**config.mk**
```make
export PLATFORM = sky130hd
export DESIGN_NAME = pixel_hue_tint
export DESIGN_NICKNAME = d
export VERILOG_FILES = /design/src/rtl/pht_pkg.sv /design/src/rtl/pht_core.sv /design/src/rtl/pixel_hue_tint.sv
export SDC_FILE = /design/constraint.sdc
export NUM_CORES = 1
export LEC_CHECK = 0
export ABC_AREA = 1
export CORE_MARGIN = 3
export CORE_UTILIZATION = 60
export DETAILED_ROUTE_END_ITERATION = 10
export DONT_BUFFER_PORTS = 1
export GPL_TIMING_DRIVEN = 0
export MAX_ROUTING_LAYER = met4
export PLACE_DENSITY = 0.76
export SLEW_MARGIN = 20
export SYNTH_ARGS = -nofsm -noshare
export SYNTH_HDL_FRONTEND = slang
export SYNTH_SLANG_ARGS = --single-unit
```
**constraint.sdc**
```tcl
create_clock -name clk -period 28.1 [get_ports clk]
set_clock_uncertainty 0.1 [all_clocks]
set_input_delay 5.62 -clock clk [delete_from_list [all_inputs] [get_ports clk]]
set_output_delay 5.62 -clock clk [all_outputs]
set_load 0.02 [all_outputs]
```
**src/rtl/pht_pkg.sv**
```systemverilog
// ----------------------------------------------------------------------------
// pht_pkg
// Shared types and codes for the pixel hue tint block.
// ----------------------------------------------------------------------------
`default_nettype none

package pht_pkg;

  // One 8-bit RGB pixel.
  typedef struct packed {
    logic [7:0] red;
    logic [7:0] green;
    logic [7:0] blue;
  } pixel_t;

  // Hue sector, named after the channel at max and the channel that carries
  // the middle value.
  typedef enum logic [2:0] {
    SEC_R_MAX_G_MID = 3'd0,
    SEC_G_MAX_R_MID = 3'd1,
    SEC_G_MAX_B_MID = 3'd2,
    SEC_B_MAX_G_MID = 3'd3,
    SEC_B_MAX_R_MID = 3'd4,
    SEC_R_MAX_B_MID = 3'd5
  } sector_t;

  localparam int unsigned CFG_WIDTH = 16;

endpackage

`default_nettype wire

```
**src/rtl/pht_core.sv**
```systemverilog
// ----------------------------------------------------------------------------
// pht_core
// Combinational recolor of one pixel: max/min, weighted middle, sector mux.
// ----------------------------------------------------------------------------
`default_nettype none

module pht_core
  import pht_pkg::*;
#(
  parameter int unsigned HUE_FRAC_BITS = 16
) (
  input  pixel_t                   pix_in,
  input  sector_t                  sector,
  input  logic [HUE_FRAC_BITS:0]   weight,
  output pixel_t                   pix_out
);

  logic [7:0]                   hi;
  logic [7:0]                   lo;
  logic [7:0]                   delta;
  logic [HUE_FRAC_BITS+8:0]     prod;
  logic [7:0]                   mid;

  always_comb begin
    hi = (pix_in.red > pix_in.green) ? pix_in.red : pix_in.green;
    if (pix_in.blue > hi) begin
      hi = pix_in.blue;
    end
    lo = (pix_in.red < pix_in.green) ? pix_in.red : pix_in.green;
    if (pix_in.blue < lo) begin
      lo = pix_in.blue;
    end
  end

  assign delta = hi - lo;
  assign prod  = {{(HUE_FRAC_BITS+1){1'b0}}, delta} * {8'd0, weight};
  // The scaled product never exceeds delta, so the sum stays within max.
  assign mid   = lo + prod[HUE_FRAC_BITS+7:HUE_FRAC_BITS];

  always_comb begin
    case (sector)
      SEC_G_MAX_R_MID: pix_out = '{red: mid, green: hi,  blue: lo};
      SEC_G_MAX_B_MID: pix_out = '{red: lo,  green: hi,  blue: mid};
      SEC_B_MAX_G_MID: pix_out = '{red: lo,  green: mid, blue: hi};
      SEC_B_MAX_R_MID: pix_out = '{red: mid, green: lo,  blue: hi};
      SEC_R_MAX_B_MID: pix_out = '{red: hi,  green: lo,  blue: mid};
      default:         pix_out = '{red: hi,  green: mid, blue: lo};
    endcase
  end

endmodule

`default_nettype wire

```
**src/rtl/pixel_hue_tint.sv**
```systemverilog
// ----------------------------------------------------------------------------
// pixel_hue_tint
// Replaces the hue of an RGB pixel with the configured tint hue, keeping
// saturation and value.
// ----------------------------------------------------------------------------
//  Channel  | Ports                               | Handshake
//  ---------+-------------------------------------+-----------------
//  input    | in_red, in_green, in_blue           | in_valid/in_ready
//  result   | out_red, out_green, out_blue        | out_valid/out_ready
//  config   | cfg_data (tint_hue)                 | cfg_wr_en
//
//  One pixel per clock while the result is not stalled; a beat passes the
//  input register and then the result register, with the single
//  8 x (HUE_FRAC_BITS+1) multiply between them.
//  The hue sector and weight are computed when the register is written.
//  rst_n clears both valid flags and the sector and weight to zero.
//  A stalled result holds; the input register then takes a new beat only while empty.
// ----------------------------------------------------------------------------
`default_nettype none

module pixel_hue_tint
  import pht_pkg::*;
#(
  parameter int unsigned HUE_FRAC_BITS = 16
) (
  input  logic                 clk,
  input  logic                 rst_n,
  input  logic                 in_valid,
  output logic                 in_ready,
  input  logic [7:0]           in_red,
  input  logic [7:0]           in_green,
  input  logic [7:0]           in_blue,
  output logic                 out_valid,
  input  logic                 out_ready,
  output logic [7:0]           out_red,
  output logic [7:0]           out_green,
  output logic [7:0]           out_blue,
  input  logic                 cfg_wr_en,
  input  logic [CFG_WIDTH-1:0] cfg_data
);

  localparam int unsigned EXT_W = CFG_WIDTH + 24;

  // Hue derived state, updated straight from the write data.
  sector_t                  sector_r, sector_nxt;
  logic [HUE_FRAC_BITS:0]   weight_r, weight_nxt;

  logic [EXT_W-1:0]         cfg_ext;
  logic [HUE_FRAC_BITS-1:0] hue;
  logic [HUE_FRAC_BITS+2:0] hue6;
  logic [HUE_FRAC_BITS-1:0] frac;

  logic                     s1_valid_r;
  pixel_t                   s1_pix_r;
  logic                     out_valid_r;
  pixel_t                   out_pix_r;
  pixel_t                   core_pix;
  logic                     advance;

  assign cfg_ext = {24'd0, cfg_data};
  assign hue     = cfg_ext[HUE_FRAC_BITS-1:0];
  assign hue6    = ({3'd0, hue} << 2) + ({3'd0, hue} << 1);
  assign frac    = hue6[HUE_FRAC_BITS-1:0];

  always_comb begin
    sector_nxt = sector_r;
    weight_nxt = weight_r;
    if (cfg_wr_en) begin
      sector_nxt = sector_t'(hue6[HUE_FRAC_BITS+2:HUE_FRAC_BITS]);
      if (hue6[HUE_FRAC_BITS]) begin
        weight_nxt = {1'b1, {HUE_FRAC_BITS{1'b0}}} - {1'b0, frac};
      end else begin
        weight_nxt = {1'b0, frac};
      end
    end
  end

  always_ff @(posedge clk) begin
    if (!rst_n) begin
      sector_r <= SEC_R_MAX_G_MID;
      weight_r <= '0;
    end else begin
      sector_r <= sector_nxt;
      weight_r <= weight_nxt;
    end
  end

  // The result register takes a new beat when it is empty or being drained.
  assign advance  = !out_valid_r || out_ready;
  assign in_ready = !s1_valid_r || advance;

  always_ff @(posedge clk) begin
    if (!rst_n) begin
      s1_valid_r  <= 1'b0;
      out_valid_r <= 1'b0;
    end else begin
      if (in_ready) begin
        s1_valid_r <= in_valid;
      end
      if (advance) begin
        out_valid_r <= s1_valid_r;
      end
    end
  end

  always_ff @(posedge clk) begin
    if (in_valid && in_ready) begin
      s1_pix_r <= '{red: in_red, green: in_green, blue: in_blue};
    end
    if (advance && s1_valid_r) begin
      out_pix_r <= core_pix;
    end
  end

  pht_core #(
    .HUE_FRAC_BITS(HUE_FRAC_BITS)
  ) u_core (
    .pix_in  (s1_pix_r),
    .sector  (sector_r),
    .weight  (weight_r),
    .pix_out (core_pix)
  );

  assign out_valid = out_valid_r;
  assign out_red   = out_pix_r.red;
  assign out_green = out_pix_r.green;
  assign out_blue  = out_pix_r.blue;

endmodule

`default_nettype wire

```
== Word level (Yosys, flattened, before mapping) ==
Index checks and enable logic that the tools add are counted.
Storage, ports and cells
  flip-flop bits (word level): 70
  bits of input ports: 45
  output and inout bits: 26
Operators by class
  add/subtract/negate cells: 4
  multiply operators: 1
  $lt $le $gt $ge: 4
  equal/unequal tests: 5
  muxes and demuxes: 6
  reductions and logical operators: 6
Operators with widths (number)
  $pmux W24 S5: 1
  $mux W8: 4
  $mul A8 B17 Y24: 1
  $add A18 B17 Y19: 1
  $mux W17: 1
  $sub A17 B16 Y17 const A: 1
  $gt A8 B8 Y1: 2
  $lt A8 B8 Y1: 2
  $add A8 B8 Y8: 1
  $sub A8 B8 Y8: 1
  $eq A3 B2 Y1 const B: 2
  $eq A3 B3 Y1 const B: 2
  $eq A3 B1 Y1 const B: 1
  $logic_and A1 B1 Y1: 2
  $logic_not A1 Y1: 2
  $logic_or A1 B1 Y1: 2

== Logic depth before layout (Yosys ltp) ==
  word-level depth: 8
  gate-level depth with buffers: 70
  mapped depth without buffers: 68

== Modules after synthesis ==
A second synthesis with hierarchy kept.
Second synthesis, totals
  cells, all modules: 1314
  area total of the unflattened synthesis: 9679.3 um^2
Modules (own cells, without submodules)
  pht_core: instances 1, cells an instance 874, area each 6000.8 um^2, seq. area each 0.0 um^2
  pixel_hue_tint: instances 1, cells an instance 440, area each 3678.5 um^2, seq. area each 1861.8 um^2

== Worst setup path before layout ==
No wires, ideal clock.
  kind: input port to output port
  from: input port out_ready
  to: output port in_ready
  arrival: 5893 ps
  data required time: 22380 ps
  path slack: 16487 ps
  cell stages on the path: 2
  buffers on the path: 0
  cells stage by stage: inv_1 -> nand3_1
Between the ends
  cells in the longest elaborated chain, start to end: 2
Ends and longest elaborated chain
  start: declaration: RTL line pixel_hue_tint.sv:34  | input logic out_ready,
  $logic_or A1 B1 Y1: RTL line pixel_hue_tint.sv:89  | assign advance = !out_valid_r || out_ready;
  $logic_or A1 B1 Y1: RTL line pixel_hue_tint.sv:90  | assign in_ready = !s1_valid_r || advance;
  end: declaration: RTL line pixel_hue_tint.sv:29  | output logic in_ready,
Every way passes these cells.

==> results.rst <==
.. list-table::
   :header-rows: 1

   * - Metric
     - Value
   * - Sequential cell area fraction in the yosys report
     - 20.7%
   * - Number of antenna violations at the first check in global routing
     - 0
   * - Gates resized, CTS repair
     - 0
   * - Violation count after the first detailed-route iteration
     - 568
   * - Class of the tightest hold or removal check
     - register to register
   * - Maximum clock rate
     - 81.7 MHz
   * - Total Nets Final
     - 1388
   * - Clock latency reported for the late side of the worst-skew pair
     - 0.34 ns
   * - Wire length after detailed routing
     - 19900 um
   * - Data required time at the worst endpoint
     - 28.09 ns
   * - Transition at the pin with the smallest max-transition slack
     - 1.10 ns
   * - Iteration count of the initial detailed-routing pass
     - 5
   * - Type of origin of the critical path
     - register
   * - Min cycle time layout
     - 12.23 ns
   * - Critical path fanouts, max
     - 10
   * - Final Wtd Congestion
     - 0.966
   * - Die Wd
     - 128 um
   * - Fillers
     - 1244
   * - Largest net degree at the start of global routing
     - 25
   * - Antenna-violating nets left
     - 0
   * - Final sum of negative setup slack
     - 0 ns
   * - Synth unique cells
     - 46
   * - Number of enable-type register cells in the synthesized netlist
     - 48
   * - Max-cap violations
     - 0
   * - Worst endpoint data arrival time
     - 12.23 ns
   * - TritonCTS sink count
     - 69
   * - Syn Nets
     - 1376
   * - Cells after synthesis
     - 1159
   * - Overflow left after global routing
     - 0
   * - Floorplan die height
     - 128 um
   * - Highest-utilization routing layer at the global route stage
     - met2
   * - Initial core utilization
     - 61.6%
   * - Final setup violating endpoints
     - 0
   * - Category of the most critical setup path
     - register to register
   * - Outcome
     - completed
   * - Fraction of met2 tracks used by global routing
     - 39.0%
   * - Number of inserted diodes
     - 0
   * - Element type at the critical path end
     - register
   * - Post-CTS Hold Buffers
     - 0
   * - H-tree depth
     - 3
   * - Synth-to-layout area growth
     - 6.05%
   * - Setup fix buffers added after clock tree synthesis
     - 0
   * - Overall track demand over capacity in global routing
     - 25.9%
   * - # IOs
     - 71
   * - Netlist area before placement
     - 8990 um2
   * - Total of flip-flops plus latches after synthesis
     - 69
   * - Met1 global-route usage
     - 36.3%
   * - Synthesis warning total
     - 0
   * - Share of the cycle needed by the critical path after routing
     - 43.5%
   * - Buffer type at the clock tree root
     - sky130_fd_sc_hd__clkbuf_16
   * - Port bufs
     - 0
   * - Worst-path clk slew
     - 0.06 ns
   * - Average routed wire per standard cell
     - 14.6 um
   * - Core box area
     - 14600 um2
   * - Post-Syn Area per Cell
     - 7.76 um2
   * - Count of final max-slew check failures
     - 0
   * - Clock tree buffer depth
     - 2
   * - Remaining design rule violation count
     - 0
   * - Final hold violation count
     - 0
   * - Share of flip-flops with an asynchronous set or reset after synthesis
     - 0%
   * - Unrepaired setup endpoints after global routing
     - false
   * - Share of post-route cells with drive strength above 1
     - 6.55%
   * - Via count of the first global-routing pass
     - 6997
   * - TritonCTS clock tree
     - done
   * - Slowest cell on the critical path
     - sky130_fd_sc_hd__a211oi_1
   * - Half-perimeter wire length of the detailed placement result
     - 16700 um
   * - Relative max-transition margin
     - 26.5%
   * - Total number of vias
     - 7439
   * - Area of the die
     - 16500 um2
   * - Maximum cell stage delay along the critical path
     - 0.85 ns
   * - Core Rows
     - 44
   * - Met3 GRT Util
     - 4.69%
   * - Most used DFF post-synth
     - sky130_fd_sc_hd__edfxtp_1
   * - Cts bufs inserted
     - 9
   * - Global-route wire length before repair
     - 33100 um
   * - Vias per Instance
     - 5.47
   * - Dominant cell type by count on the critical path
     - sky130_fd_sc_hd__inv_1
path summary, 6_finish.rpt:
kind | cells after the start | slack, ns | start | end
max | 60 | 15.87 | s1_pix_r[13] | out_green[7]
min | 2 | 0.43 | s1_valid_r | out_valid
max reg2reg | 60 | 15.87 | s1_pix_r[13] | out_green[7]
min reg2reg | 2 | 0.43 | s1_valid_r | out_valid
synth_stat cells (all sizes together) (5+ instances only):
library cell | n | area share [%]
inv | 258 | 11
o22ai | 5 | 0.35
nand4 | 6 | 0.49
buf | 10 | 0.86
clkbuf | 12 | 0.50
nand2 | 240 | 11
fa | 84 | 19
o21ai | 43 | 2.4
nor2 | 113 | 5.2
edfxtp | 48 | 16
a21o | 6 | 0.50
xnor2 | 14 | 1.4
nand3 | 54 | 3.2
o221ai | 24 | 2.3
o21bai | 6 | 0.50
dfxtp | 21 | 4.7
nor3 | 11 | 0.61
ha | 88 | 12
xor2 | 28 | 2.8
or2 | 8 | 0.56
a21oi | 64 | 3.6
state kept, by name, indices dropped and copies added (netlist names):
| name | cells |
|---|---|
| out_red | 8 |
| out_blue | 8 |
| sector_r | 3 |
| s1_pix_r | 24 |
| s1_valid_r | 1 |
| out_green | 8 |
| weight_r | 16 |
| out_valid | 1 |
logic make-up (layout without fill, tap and decap cells):
kind of cell	Yosys count	count (layout)	synth area share, %
simple gates	438	438	21.4
buf+inv	280	297	12.1
fa+ha+maj	172	172	30.9
compound gates	158	158	10.6
flops	69	69	20.7
xor+xnor	42	42	4.17
per-layer routing:
layer | vias to the layer above | routed length (um)
li1 | 3692 | -
met1 | 3428 | 9170
met2 | 294 | 8710
met3 | 25 | 1650
met4 | 0 | 327
met5 | - | 0
placed cells by master, fill, tap and decap left out, types with 3 or more instances in the layout:
master,count
sky130_fd_sc_hd__inv_2,3
sky130_fd_sc_hd__xor2_1,27
sky130_fd_sc_hd__ha_1,88
sky130_fd_sc_hd__o21bai_1,6
sky130_fd_sc_hd__o21ai_0,40
sky130_fd_sc_hd__or2_2,3
sky130_fd_sc_hd__buf_6,4
sky130_fd_sc_hd__fa_1,84
sky130_fd_sc_hd__nand2_4,5
sky130_fd_sc_hd__or2_1,5
sky130_fd_sc_hd__clkbuf_16,9
sky130_fd_sc_hd__nand2_2,14
sky130_fd_sc_hd__nor3_1,11
sky130_fd_sc_hd__nand3_2,4
sky130_fd_sc_hd__a21oi_1,62
sky130_fd_sc_hd__dfxtp_1,21
sky130_fd_sc_hd__o22ai_1,5
sky130_fd_sc_hd__xnor2_1,14
sky130_fd_sc_hd__nand4_1,5
sky130_fd_sc_hd__o221ai_1,24
sky130_fd_sc_hd__clkbuf_1,12
sky130_fd_sc_hd__nand3_1,50
sky130_fd_sc_hd__buf_2,5
sky130_fd_sc_hd__inv_1,255
sky130_fd_sc_hd__edfxtp_1,48
sky130_fd_sc_hd__nor2_2,15
sky130_fd_sc_hd__a21o_1,6
sky130_fd_sc_hd__nor2_1,97
sky130_fd_sc_hd__o21a_1,3
sky130_fd_sc_hd__o21ai_1,3
sky130_fd_sc_hd__nand2_1,221
layout make-up:
cell class              count  area [um2]  share of cell area [%]
plain buffers              22         123                    1.29
clock buffers               9         225                    2.36
clock inverters             7        50.0                   0.525
inverters                 258         968                    10.2
multi-input cells         810        6050                    63.5
flip-flops and latches     69        1860                    19.5
well taps                 184         230                    2.41
repair buffers              1        27.5                   0.289
through the flow:
stage | util [%] | setup slack, ns | hold slack, ns | std cells | area [um2]
final | 65.4 | 15.87 | 0.426 | 1360 | 9540
after global routing | 65.4 | 15.11 | 0.450 | 1360 | 9540
after CTS | 65.4 | 16.02 | 0.426 | 1360 | 9540
after detailed placement | 63.5 | 16.12 | 0.417 | 1344 | 9260
after global placement | 63.2 | 16.25 | 0.361 | 1343 | 9220
after floorplan | - | 16.49 | 0.351 | 1159 | 8990
critical path, delay by kind of cell (launching register included):
kind,cells,cell delay [ns]
adder cells (fa/ha/maj),9,3.43
buffers and inverters,13,1.50
XOR/XNOR,5,0.98
AO/OA/AOI/OAI,15,3.46
AND/OR/NAND/NOR,18,2.13
flip-flops,1,0.39
Power is left out: the tool's default activity adds up to more than one toggle a clock period on the data nets, which glitch-free logic cannot reach.
